**src/design/all_pairs_shortest_path_defines.svh**
```systemverilog
// Assertion macros shared by the shortest path block.
// Each macro checks a property on the rising clock edge, outside of reset.
`ifndef ALL_PAIRS_SHORTEST_PATH_DEFINES_SVH
`define ALL_PAIRS_SHORTEST_PATH_DEFINES_SVH

`ifndef NO_ASSERTIONS

// The property must hold at every clock edge.
`define APSP_ASSERT(name, clk, rst_n, prop) \
  name: assert property (@(posedge clk) disable iff (!rst_n) (prop)) \
    else $error("apsp assertion failed");

// The condition must never be true.
`define APSP_ASSERT_NEVER(name, clk, rst_n, cond) \
  name: assert property (@(posedge clk) disable iff (!rst_n) !(cond)) \
    else $error("apsp forbidden condition seen");

`else

`define APSP_ASSERT(name, clk, rst_n, prop)
`define APSP_ASSERT_NEVER(name, clk, rst_n, cond)

`endif

`endif

```
**src/design/apsp_pkg.sv**
```systemverilog
package apsp_pkg;

  // Field widths of the interface words.
  localparam int unsigned WEIGHT_W    = 20;
  localparam int unsigned VIA_W       = 4;
  localparam int unsigned IDX_W       = 3;
  localparam int unsigned VCOUNT_W    = 4;
  localparam int unsigned ADDR_FULL_W = 6;

  // A weight of this value marks a missing edge.
  localparam logic [WEIGHT_W-1:0] NO_EDGE = 20'd999999;

  // Vertex count after reset.
  localparam logic [VCOUNT_W-1:0] VCOUNT_RESET = 4'd4;

  // Operations that the controller issues to the datapath.
  typedef enum logic [2:0] {
    OP_NONE  = 3'd0,
    OP_LOAD  = 3'd1,
    OP_PIVOT = 3'd2,
    OP_RELAX = 3'd3,
    OP_EMIT  = 3'd4
  } op_e;

  // Command from controller to datapath.
  typedef struct packed {
    op_e              op;
    logic [IDX_W-1:0] k;
    logic [IDX_W-1:0] i;
    logic [IDX_W-1:0] j;
    logic [IDX_W-1:0] n_last;
    logic             last;
  } cmd_t;

  // Status from datapath to controller.
  typedef struct packed {
    logic out_valid;
    logic out_free;
  } status_t;

  // Matrix entry address, row-major with a row length of n_last + 1.
  function automatic logic [ADDR_FULL_W-1:0] vertex_addr(input logic [IDX_W-1:0] row,
                                                         input logic [IDX_W-1:0] col,
                                                         input logic [IDX_W-1:0] n_last);
    logic [ADDR_FULL_W-1:0] prod;
    prod = ADDR_FULL_W'(row) * ADDR_FULL_W'(n_last);
    return prod + ADDR_FULL_W'(row) + ADDR_FULL_W'(col);
  endfunction

endpackage

```
**src/design/apsp_ram.sv**
```systemverilog
module apsp_ram #(
  parameter int unsigned WIDTH = 24,
  parameter int unsigned DEPTH = 64,
  parameter int unsigned AW    = (DEPTH > 1) ? $clog2(DEPTH) : 1
) (
  input  logic             clk_i,
  input  logic             we_i,
  input  logic [AW-1:0]    waddr_i,
  input  logic [WIDTH-1:0] wdata_i,
  input  logic [AW-1:0]    raddr_a_i,
  output logic [WIDTH-1:0] rdata_a_o,
  input  logic [AW-1:0]    raddr_b_i,
  output logic [WIDTH-1:0] rdata_b_o
);

  logic [WIDTH-1:0] mem_q [DEPTH];
  logic [WIDTH-1:0] rdata_a_q;
  logic [WIDTH-1:0] rdata_b_q;

  // One write port and two registered read ports.
  always_ff @(posedge clk_i) begin
    if (we_i) begin
      mem_q[waddr_i] <= wdata_i;
    end
    rdata_a_q <= mem_q[raddr_a_i];
    rdata_b_q <= mem_q[raddr_b_i];
  end

  assign rdata_a_o = rdata_a_q;
  assign rdata_b_o = rdata_b_q;

endmodule

```
**src/design/apsp_ctrl.sv**
```systemverilog
`include "all_pairs_shortest_path_defines.svh"

module apsp_ctrl #(
  parameter int unsigned MAX_VERTICES = 8
) (
  input  logic                               clk_i,
  input  logic                               rst_ni,
  input  logic                               cfg_we_i,
  input  logic [apsp_pkg::VCOUNT_W-1:0]      cfg_wdata_i,
  input  logic                               in_valid_i,
  output logic                               in_ready_o,
  input  apsp_pkg::status_t                  status_i,
  output apsp_pkg::cmd_t                     cmd_o
);

  localparam int unsigned IW = apsp_pkg::IDX_W;

  typedef enum logic [4:0] {
    S_LOAD  = 5'b00001,
    S_PIVOT = 5'b00010,
    S_ROW   = 5'b00100,
    S_DRAIN = 5'b01000,
    S_EMIT  = 5'b10000
  } state_e;

  state_e                          state_q, state_d;
  logic [apsp_pkg::VCOUNT_W-1:0]   vcount_q, vcount_d;
  logic [IW-1:0]                   k_q, k_d;
  logic [IW-1:0]                   i_q, i_d;
  logic [IW-1:0]                   j_q, j_d;
  logic                            pend_q, pend_d;
  logic [IW-1:0]                   n_last;
  logic                            at_last;

  // Active vertex count minus one, with zero read as one and large counts saturated.
  always_comb begin
    if (vcount_q == '0) begin
      n_last = '0;
    end else if (32'(vcount_q) > MAX_VERTICES) begin
      n_last = IW'(MAX_VERTICES - 1);
    end else begin
      n_last = IW'(vcount_q - 1'b1);
    end
  end

  assign at_last = (i_q == n_last) && (j_q == n_last);

  // Sequencer: load, relax over every pivot, then read out.
  always_comb begin
    state_d    = state_q;
    vcount_d   = vcount_q;
    k_d        = k_q;
    i_d        = i_q;
    j_d        = j_q;
    pend_d     = 1'b0;
    in_ready_o = 1'b0;
    cmd_o.op     = apsp_pkg::OP_NONE;
    cmd_o.k      = k_q;
    cmd_o.i      = i_q;
    cmd_o.j      = j_q;
    cmd_o.n_last = n_last;
    cmd_o.last   = at_last;

    if (cfg_we_i) begin
      vcount_d = cfg_wdata_i;
    end

    case (state_q)
      S_LOAD: begin
        // A register write takes the cycle, so no weight is taken beside it.
        in_ready_o = !cfg_we_i;
        if (cfg_we_i) begin
          i_d = '0;
          j_d = '0;
        end else if (in_valid_i) begin
          cmd_o.op = apsp_pkg::OP_LOAD;
          if (at_last) begin
            i_d     = '0;
            j_d     = '0;
            k_d     = '0;
            state_d = S_PIVOT;
          end else if (j_q == n_last) begin
            j_d = '0;
            i_d = i_q + 1'b1;
          end else begin
            j_d = j_q + 1'b1;
          end
        end
      end
      S_PIVOT: begin
        cmd_o.op = apsp_pkg::OP_PIVOT;
        j_d      = '0;
        state_d  = S_ROW;
      end
      S_ROW: begin
        cmd_o.op = apsp_pkg::OP_RELAX;
        if (j_q == n_last) begin
          j_d = '0;
          if (i_q == n_last) begin
            i_d = '0;
            if (k_q == n_last) begin
              k_d     = '0;
              state_d = S_DRAIN;
            end else begin
              k_d     = k_q + 1'b1;
              state_d = S_PIVOT;
            end
          end else begin
            i_d     = i_q + 1'b1;
            state_d = S_PIVOT;
          end
        end else begin
          j_d = j_q + 1'b1;
        end
      end
      S_DRAIN: begin
        // The last relaxation write lands in this cycle.
        i_d     = '0;
        j_d     = '0;
        state_d = S_EMIT;
      end
      S_EMIT: begin
        if (!pend_q && status_i.out_free) begin
          cmd_o.op = apsp_pkg::OP_EMIT;
          pend_d   = 1'b1;
          if (at_last) begin
            i_d     = '0;
            j_d     = '0;
            state_d = S_LOAD;
          end else if (j_q == n_last) begin
            j_d = '0;
            i_d = i_q + 1'b1;
          end else begin
            j_d = j_q + 1'b1;
          end
        end
      end
      default: begin
        state_d = S_LOAD;
      end
    endcase
  end

  // Control registers.
  always_ff @(posedge clk_i or negedge rst_ni) begin
    if (!rst_ni) begin
      state_q  <= S_LOAD;
      vcount_q <= apsp_pkg::VCOUNT_RESET;
      k_q      <= '0;
      i_q      <= '0;
      j_q      <= '0;
      pend_q   <= 1'b0;
    end else begin
      state_q  <= state_d;
      vcount_q <= vcount_d;
      k_q      <= k_d;
      i_q      <= i_d;
      j_q      <= j_d;
      pend_q   <= pend_d;
    end
  end

  // Read-out requests never go out back to back.
  `APSP_ASSERT(a_emit_spaced, clk_i, rst_ni,
               cmd_o.op == apsp_pkg::OP_EMIT |=> cmd_o.op != apsp_pkg::OP_EMIT)
  // The drain cycle always hands over to read-out.
  `APSP_ASSERT(a_drain_to_emit, clk_i, rst_ni, state_q == S_DRAIN |=> state_q == S_EMIT)
  // A register write while loading restarts the matrix.
  `APSP_ASSERT(a_cfg_restart, clk_i, rst_ni,
               (cfg_we_i && state_q == S_LOAD) |=> (i_q == '0 && j_q == '0))

endmodule

```
**src/design/apsp_datapath.sv**
```systemverilog
`include "all_pairs_shortest_path_defines.svh"

module apsp_datapath #(
  parameter int unsigned MAX_VERTICES = 8
) (
  input  logic                          clk_i,
  input  logic                          rst_ni,
  input  apsp_pkg::cmd_t                cmd_i,
  output apsp_pkg::status_t             status_o,
  input  logic [apsp_pkg::WEIGHT_W-1:0] edge_weight_i,
  input  logic                          out_ready_i,
  output logic                          out_valid_o,
  output logic [apsp_pkg::IDX_W-1:0]    row_vertex_o,
  output logic [apsp_pkg::IDX_W-1:0]    col_vertex_o,
  output logic [apsp_pkg::WEIGHT_W-1:0] distance_o,
  output logic [apsp_pkg::VIA_W-1:0]    via_vertex_o,
  output logic                          last_of_run_o
);

  localparam int unsigned DEPTH  = MAX_VERTICES * MAX_VERTICES;
  localparam int unsigned AW     = (DEPTH > 1) ? $clog2(DEPTH) : 1;
  localparam int unsigned WW     = apsp_pkg::WEIGHT_W;
  localparam int unsigned VW     = apsp_pkg::VIA_W;
  localparam int unsigned IW     = apsp_pkg::IDX_W;
  localparam int unsigned WORD_W = WW + VW;

  logic [apsp_pkg::ADDR_FULL_W-1:0] addr_ij, addr_ik, addr_kj;
  logic [AW-1:0]                    raddr_a;
  logic                             we;
  logic [AW-1:0]                    waddr;
  logic [WORD_W-1:0]                wdata;
  logic [WORD_W-1:0]                rdata_a, rdata_b;
  logic [WW-1:0]                    weight_sat;
  logic [WW:0]                      cand;
  logic                             improve;

  apsp_pkg::op_e                    op_q;
  logic [IW-1:0]                    st_k_q, st_i_q, st_j_q;
  logic                             st_last_q;
  logic [AW-1:0]                    st_addr_q;
  logic [WW-1:0]                    pivot_q;

  logic                             out_valid_q;
  logic [IW-1:0]                    row_q, col_q;
  logic [WW-1:0]                    dist_q;
  logic [VW-1:0]                    via_q;
  logic                             last_q;

  // Addresses of the three entries one relaxation step touches.
  assign addr_ij = apsp_pkg::vertex_addr(cmd_i.i, cmd_i.j, cmd_i.n_last);
  assign addr_ik = apsp_pkg::vertex_addr(cmd_i.i, cmd_i.k, cmd_i.n_last);
  assign addr_kj = apsp_pkg::vertex_addr(cmd_i.k, cmd_i.j, cmd_i.n_last);

  always_comb begin
    case (cmd_i.op)
      apsp_pkg::OP_PIVOT: raddr_a = addr_ik[AW-1:0];
      apsp_pkg::OP_RELAX: raddr_a = addr_kj[AW-1:0];
      default:            raddr_a = addr_ij[AW-1:0];
    endcase
  end

  // Incoming weights above the no-edge mark are clipped to it.
  assign weight_sat = (edge_weight_i > apsp_pkg::NO_EDGE) ? apsp_pkg::NO_EDGE : edge_weight_i;

  // Candidate path through the pivot, one bit wider so it cannot wrap.
  assign cand    = {1'b0, pivot_q} + {1'b0, rdata_a[WW-1:0]};
  assign improve = cand < {1'b0, rdata_b[WW-1:0]};

  // Write port: a loaded weight clears its via field; a relaxation writes the shorter path.
  always_comb begin
    we    = 1'b0;
    waddr = addr_ij[AW-1:0];
    wdata = {{VW{1'b0}}, weight_sat};
    if (cmd_i.op == apsp_pkg::OP_LOAD) begin
      we = 1'b1;
    end else if (op_q == apsp_pkg::OP_RELAX && improve) begin
      we    = 1'b1;
      waddr = st_addr_q;
      wdata = {VW'({1'b0, st_k_q}) + VW'(1), cand[WW-1:0]};
    end
  end

  apsp_ram #(
    .WIDTH(WORD_W),
    .DEPTH(DEPTH),
    .AW   (AW)
  ) u_store (
    .clk_i    (clk_i),
    .we_i     (we),
    .waddr_i  (waddr),
    .wdata_i  (wdata),
    .raddr_a_i(raddr_a),
    .rdata_a_o(rdata_a),
    .raddr_b_i(addr_ij[AW-1:0]),
    .rdata_b_o(rdata_b)
  );

  // Stage that lines the command up with the registered read data.
  always_ff @(posedge clk_i or negedge rst_ni) begin
    if (!rst_ni) begin
      op_q <= apsp_pkg::OP_NONE;
    end else begin
      op_q <= cmd_i.op;
    end
  end

  always_ff @(posedge clk_i) begin
    st_k_q    <= cmd_i.k;
    st_i_q    <= cmd_i.i;
    st_j_q    <= cmd_i.j;
    st_last_q <= cmd_i.last;
    st_addr_q <= addr_ij[AW-1:0];
    if (op_q == apsp_pkg::OP_PIVOT) begin
      pivot_q <= rdata_a[WW-1:0];
    end
  end

  // Output word register, held until the receiver takes it.
  always_ff @(posedge clk_i or negedge rst_ni) begin
    if (!rst_ni) begin
      out_valid_q <= 1'b0;
    end else if (op_q == apsp_pkg::OP_EMIT) begin
      out_valid_q <= 1'b1;
    end else if (out_ready_i) begin
      out_valid_q <= 1'b0;
    end
  end

  always_ff @(posedge clk_i) begin
    if (op_q == apsp_pkg::OP_EMIT) begin
      row_q  <= st_i_q;
      col_q  <= st_j_q;
      dist_q <= rdata_a[WW-1:0];
      via_q  <= rdata_a[WORD_W-1:WW];
      last_q <= st_last_q;
    end
  end

  assign status_o.out_valid = out_valid_q;
  assign status_o.out_free  = !out_valid_q || out_ready_i;

  assign out_valid_o   = out_valid_q;
  assign row_vertex_o  = row_q;
  assign col_vertex_o  = col_q;
  assign distance_o    = dist_q;
  assign via_vertex_o  = via_q;
  assign last_of_run_o = last_q;

  // A waiting word is never overwritten by the next read-out.
  `APSP_ASSERT_NEVER(a_no_overwrite, clk_i, rst_ni,
                     out_valid_q && !out_ready_i && op_q == apsp_pkg::OP_EMIT)
  // Every pivot fetch is followed by a relaxation step of that row.
  `APSP_ASSERT(a_pivot_then_relax, clk_i, rst_ni,
               op_q == apsp_pkg::OP_PIVOT |=> op_q == apsp_pkg::OP_RELAX)
  // Loading and relaxation never compete for the write port.
  `APSP_ASSERT_NEVER(a_write_port_free, clk_i, rst_ni,
                     cmd_i.op == apsp_pkg::OP_LOAD && op_q == apsp_pkg::OP_RELAX)

endmodule

```
**src/design/all_pairs_shortest_path.sv**
```systemverilog
// All-pairs shortest path engine (Floyd-Warshall).
// Set the vertex count n with cfg_we_i/cfg_wdata_i while the block is idle; a write
// also restarts the matrix being loaded. A value of 0 counts as 1, and values above
// MAX_VERTICES saturate.
// The input channel (in_valid_i/in_ready_o) takes one edge weight per word, row-major,
// n*n words per matrix; 999999 means no edge and larger values are clipped to it.
// After the last weight the block relaxes every entry over every pivot vertex. One
// shared two-read-port store does one step per cycle, plus one pivot fetch per row,
// and a drain state follows. in_ready_o is low meanwhile.
// Results leave on out_valid_o/out_ready_i, n*n words row-major, last_of_run_o marking
// the final one. Each word passes a store read, then the output register, and read-out
// requests are never issued back to back.
// A stalled receiver holds the output register; read-out simply pauses. Loading of the
// next matrix starts once the last result is read from the store, while that result
// may still wait in the output register.
// Reset sets the vertex count to 4 and clears the load position; the store contents
// are not cleared, since every entry is rewritten by each load.
module all_pairs_shortest_path #(
  parameter int unsigned MAX_VERTICES = 8
) (
  input  logic                          clk_i,
  input  logic                          rst_ni,
  input  logic                          cfg_we_i,
  input  logic [apsp_pkg::VCOUNT_W-1:0] cfg_wdata_i,
  input  logic                          in_valid_i,
  output logic                          in_ready_o,
  input  logic [apsp_pkg::WEIGHT_W-1:0] edge_weight_i,
  output logic                          out_valid_o,
  input  logic                          out_ready_i,
  output logic [apsp_pkg::IDX_W-1:0]    row_vertex_o,
  output logic [apsp_pkg::IDX_W-1:0]    col_vertex_o,
  output logic [apsp_pkg::WEIGHT_W-1:0] distance_o,
  output logic [apsp_pkg::VIA_W-1:0]    via_vertex_o,
  output logic                          last_of_run_o
);

  apsp_pkg::cmd_t    cmd;
  apsp_pkg::status_t status;

  // Sequencer.
  apsp_ctrl #(
    .MAX_VERTICES(MAX_VERTICES)
  ) u_ctrl (
    .clk_i      (clk_i),
    .rst_ni     (rst_ni),
    .cfg_we_i   (cfg_we_i),
    .cfg_wdata_i(cfg_wdata_i),
    .in_valid_i (in_valid_i),
    .in_ready_o (in_ready_o),
    .status_i   (status),
    .cmd_o      (cmd)
  );

  // Distance store, relaxation unit and output register.
  apsp_datapath #(
    .MAX_VERTICES(MAX_VERTICES)
  ) u_datapath (
    .clk_i        (clk_i),
    .rst_ni       (rst_ni),
    .cmd_i        (cmd),
    .status_o     (status),
    .edge_weight_i(edge_weight_i),
    .out_ready_i  (out_ready_i),
    .out_valid_o  (out_valid_o),
    .row_vertex_o (row_vertex_o),
    .col_vertex_o (col_vertex_o),
    .distance_o   (distance_o),
    .via_vertex_o (via_vertex_o),
    .last_of_run_o(last_of_run_o)
  );

endmodule

```
**config.mk**
```make
export PLATFORM = sky130hd
export DESIGN_NAME = all_pairs_shortest_path
export DESIGN_NICKNAME = d
export VERILOG_FILES = /design/src/design/apsp_pkg.sv /design/src/design/apsp_ram.sv /design/src/design/apsp_ctrl.sv /design/src/design/apsp_datapath.sv /design/src/design/all_pairs_shortest_path.sv
export VERILOG_INCLUDE_DIRS = /design/src /design/src/design
export SDC_FILE = /design/constraint.sdc
export NUM_CORES = 2
export LEC_CHECK = 0
export BUFFER_PORTS_ARGS = -buffer_cell sky130_fd_sc_hd__buf_4
export CAP_MARGIN = 20
export CORE_MARGIN = 4
export CORE_UTILIZATION = 40
export DETAILED_ROUTE_END_ITERATION = 10
export PLACE_DENSITY_LB_ADDON = 0.05
export SLEW_MARGIN = 10
export SYNTH_ARGS = -nofsm -noshare
export SYNTH_HDL_FRONTEND = slang
export SYNTH_SLANG_ARGS = --single-unit
export TNS_END_PERCENT = 30
```
**constraint.sdc**
```tcl
create_clock -name clk_i -period 8.3 [get_ports clk_i]
set_clock_uncertainty 0.2 [all_clocks]
set_input_delay 1.66 -clock clk_i [delete_from_list [all_inputs] [get_ports clk_i]]
set_output_delay 1.66 -clock clk_i [all_outputs]
set_load 0.03 [all_outputs]
```
==> results summary <==
The pre-antenna-repair detailed-routing pass consisted of 6 iterations. The number of nets with antenna violations after detailed routing is 0. The detail-routed via count per cell is between 6 and 7. The die boundary width came out at around 450 µm.

The H-tree level count is 4. In this run the critical register-to-register path is captured at u_datapath.u_store.rdata_a_o[7]. The net count after synthesis is 5301. After synthesis, the netlist uses 84 different library cells. The die covers 202000 µm². The worst hold-check path type is flop to flop.

For hold timing, the worst endpoint is u_datapath.row_vertex_o[0]. On the worst path, the slowest cell contributes a delay of approximately 0.66 ns. The final instance area came out at 88800 µm². The root buffer cell chosen for the clock tree is clkbuf_16. The starting density of the core came out at 40.3%. The post-layout total power is 20.0 mW. The hold path depth is 0. The number of cells traversed by the worst register-to-register path is 20. The maximum vdd drop is 204 µV. The worst-case clock buffer depth came out at 3. Port buffering added 61 buffers. Measured against its own limit, the worst slew margin works out to 20.5%. The share of power burned in registers is 47.0%. The total cell area at the placement stage came out at 83100 µm². The first-iteration detailed-routing DRC count came out at 6993.

The flow ran to the end, and the final reports show no timing, DRC or antenna violations. The cell area after synthesis came out at about 80000 µm². The via count of the routed design came out at 51000. The number of gates given a new drive strength after cts came out at 0. The total leakage power is 30.4 nW. Of the post-synthesis cell area, the dominant cell type holds approximately 60%. STA classifies the critical path startpoint as a flop.

The initial antenna violation count was 26. The slack of the worst reg-to-reg path is ~0.72 ns. From synthesis to final layout, the design area changed by 14.0%.

In the synthesized netlist, the cells that appear most often are edfxtp_1 (1587), nand2_1 (989), mux4_2 (499). After detailed routing, the average wire length per cell comes to ~37 µm. The element type at the critical path end is a flop. Setup repair after global routing left no endpoint under its margin. edfxtp_1 takes more of the synthesized area than any other cell. The startpoint of the worst-slack reg-to-reg timing path is u_ctrl.vcount_q[0]. The count of synthesis-stage warnings from yosys is 0. The most common flop cell mapped by yosys is edfxtp_1. Walking the worst path, the cells encountered are inv_1 -> ha_1 -> nand2b_1 -> maj3_1 -> ha_1 -> inv_1 -> fa_1 -> inv_1 -> fa_1 -> fa_1 -> xnor2_1 -> a21oi_1 -> xnor2_1 -> inv_2 -> o221a_2 -> a31oi_4 -> buf_4 -> o2111ai_1 -> nand4_1 -> nor4bb_1.

Counting I/O delays and the setup requirement, the final critical path takes 7.58 ns. The number of hold-slack violations in the final timing report is 0. The number of flops mapped to enable cells by yosys came out at between 1500 and 2000. The critical path data required time is 8.81 ns.

edfxtp_1 is the most common cell in the netlist. The achievable frequency came out at approximately 130 MHz. The clock network latency to the later pin of the worst-skew pair came out at 0.84 ns. Entering global routing, the biggest net connects 135 pins.

The setup violation total in the final timing report is 0. The first global-routing pass estimated 406000 µm of wire. The post-route clock period utilization is 91.3%. The worst setup path is of the flop to flop kind. The post-CTS clock slew at the launch and capture registers of the worst setup and hold paths is 0.06 ns.

The cell-internal power came out at 14.7 mW. The global-route congestion overflow total came out at 0. By area the synthesized netlist is led by edfxtp_1 (61%), mux4_2 (14%), nand2_1 (4.8%).

In the final timing run, aggregate negative setup slack is 0 ns. The number of max-cap violations came out at 0. The fraction of layout cells with a size suffix above 1 is 22.2%. The share of async-settable or async-resettable flops after synthesis is approximately 1.4%. The core region is 193000 µm². After detailed routing, the number of remaining DRC violations is 0. The switching share of power came out at 26.6%. The max-slew violation count came out at 0. The final wirelength is about 300000 µm. On the critical path, the stage with the largest delay is an instance of a31oi_4. The power spent charging and discharging nets is around 5.3 mW. The share of total power dissipated in combinational logic is ~14%.

Summed over all nets, the half-perimeter wirelength after detailed placement is 192000 µm. The die height came out at 449 µm. The post-synthesis sequential area ratio came out at 63.4%. The synthesized netlist cell count came out at 5183. The transition time of the tightest slew-check pin came out at 1.19 ns. The data arrival time of the worst path came out at 8.09 ns. The number of synthesized register bits is 1670. The initialized floorplan defines 161 standard-cell rows. The number of global-route vias before repair came out at 48700.

The startpoint identified for the worst hold timing path is u_datapath.st_i_q[0]. TritonCTS created 188 clock buffers. Hold repair after CTS inserted 0 buffers.

At the end of routability-driven placement, the weighted congestion stood at a little under 1. The clock network burns 38.9% of the power. 62 I/O pins were placed. After layout, the worst setup slack is around 0.72 ns. The total track usage is between 20% and 30%.

The average instance in the mapped netlist occupies 15.0 µm². The highest net fanout along the worst path is 29. The pre-CTS setup slack is 1.02 ns. The total number of clock tree sinks came out at 1670.

For this run, the post-layout net count is 5436. The post-CTS repair timing setup buffer count is 0. The power per cell area is 225 nW/µm². TritonCTS built the clock tree.
## through the flow
stage	hold slack, ns	util, %	cells
2_1_floorplan	0.186	-	5183
6_report	0.203	46.0	8000
5_1_grt	0.213	46.0	7992
3_3_place_gp	0.187	43.0	7645
3_5_place_dp	0.189	43.0	7649
4_1_cts	0.203	45.9	7986
## worst max path at each step
stage | start | endpoint
detailed placement | u_ctrl.vcount_q[0] | u_datapath.u_store.rdata_a_o[7]
floorplan | u_datapath.pivot_q[0] | u_datapath.u_store.mem_q[0][22]
global placement | u_ctrl.vcount_q[0] | u_datapath.u_store.rdata_a_o[12]
CTS | u_ctrl.vcount_q[0] | u_datapath.u_store.rdata_a_o[7]
global route | u_ctrl.vcount_q[0] | u_datapath.u_store.rdata_a_o[16]
finish | u_ctrl.vcount_q[0] | u_datapath.u_store.rdata_a_o[7]
## registers in the layout, summed over array words and instances, names as in the netlist, 4 cells and up
register                      flops
u_datapath.u_store.mem_q       1536
u_datapath.u_store.rdata_a_o     24
u_datapath.distance_o            20
u_datapath.pivot_q               20
u_datapath.u_store.rdata_b_o     20
u_datapath.st_addr_q              6
u_ctrl.state_q                    5
u_ctrl.vcount_q                   4
u_datapath.via_vertex_o           4
## power by group through the flow
stage,logic (mW),clock network [mW],registers [mW]
2_1_floorplan,1.73,0,9.50
3_3_place_gp,2.80,0,9.56
3_5_place_dp,2.79,0,9.56
4_1_cts,2.80,7.89,9.39
6_report,2.82,7.77,9.39
5_1_grt,2.98,8.24,9.39
## placed cells by master (no fill, tap or decap), types with 11 or more instances in the layout
| cell | count |
|---|---|
| o21ai_0 | 44 |
| xnor2_1 | 19 |
| dfrtp_1 | 21 |
| ha_1 | 76 |
| edfxtp_1 | 1587 |
| a32o_1 | 93 |
| nand3_1 | 247 |
| nor3_1 | 21 |
| nand2_1 | 988 |
| clkinv_2 | 24 |
| buf_4 | 277 |
| dfxtp_1 | 60 |
| mux4_2 | 499 |
| a211oi_1 | 47 |
| a311oi_1 | 24 |
| mux2i_1 | 187 |
| clkbuf_16 | 192 |
| inv_1 | 67 |
| o2111ai_1 | 91 |
| nor2_4 | 59 |
| nand4_1 | 52 |
| a21oi_1 | 174 |
| clkbuf_1 | 51 |
| nor4bb_1 | 23 |
| clkinv_1 | 50 |
| fa_1 | 11 |
| buf_12 | 43 |
| a32oi_1 | 47 |
| o21ai_4 | 14 |
| nor2_1 | 76 |
| a21o_1 | 19 |
| and3_1 | 50 |
## critical path: cells and delay by family, from the launching register on
kind            cells  cell delay [ns]
buf+inv             5             1.27
xor+xnor            2             1.03
flops               1             0.36
simple gates        3             0.54
fa+ha+maj           6             2.18
compound gates      4             1.86
## per-layer routing
| layer | up-vias | global-route usage, % | routed length (µm) |
|---|---|---|---|
| met5 | - | 0 | 37 |
| met4 | 6 | 12.0 | 13900 |
| met3 | 433 | 7.28 | 28900 |
| li1 | 20900 | - | - |
| met2 | 2713 | 41.2 | 126000 |
| met1 | 26900 | 41.6 | 126000 |
## cell type report
type | instances | area [µm²]
Multi-Input combinational cell | 3062 | 27400
Antenna cell | 9 | 22.5
Timing Repair Buffer | 323 | 2970
Tap cell | 2526 | 3160
Inverter | 73 | 277
Fill cell | 16700 | 104000
Sequential cell | 1670 | 49400
Clock buffer | 249 | 5080
Clock inverter | 88 | 522
## kinds of logic after synthesis
logic type	Yosys count	share of synthesized area [%]
simple gates	1597	8.95
xor+xnor	31	0.366
compound gates	645	6.06
mux	698	17.0
flops	1670	63.4
fa+ha+maj	91	1.57
buf+inv	451	2.61
Note: power is estimated with default switching activity, not from simulation.
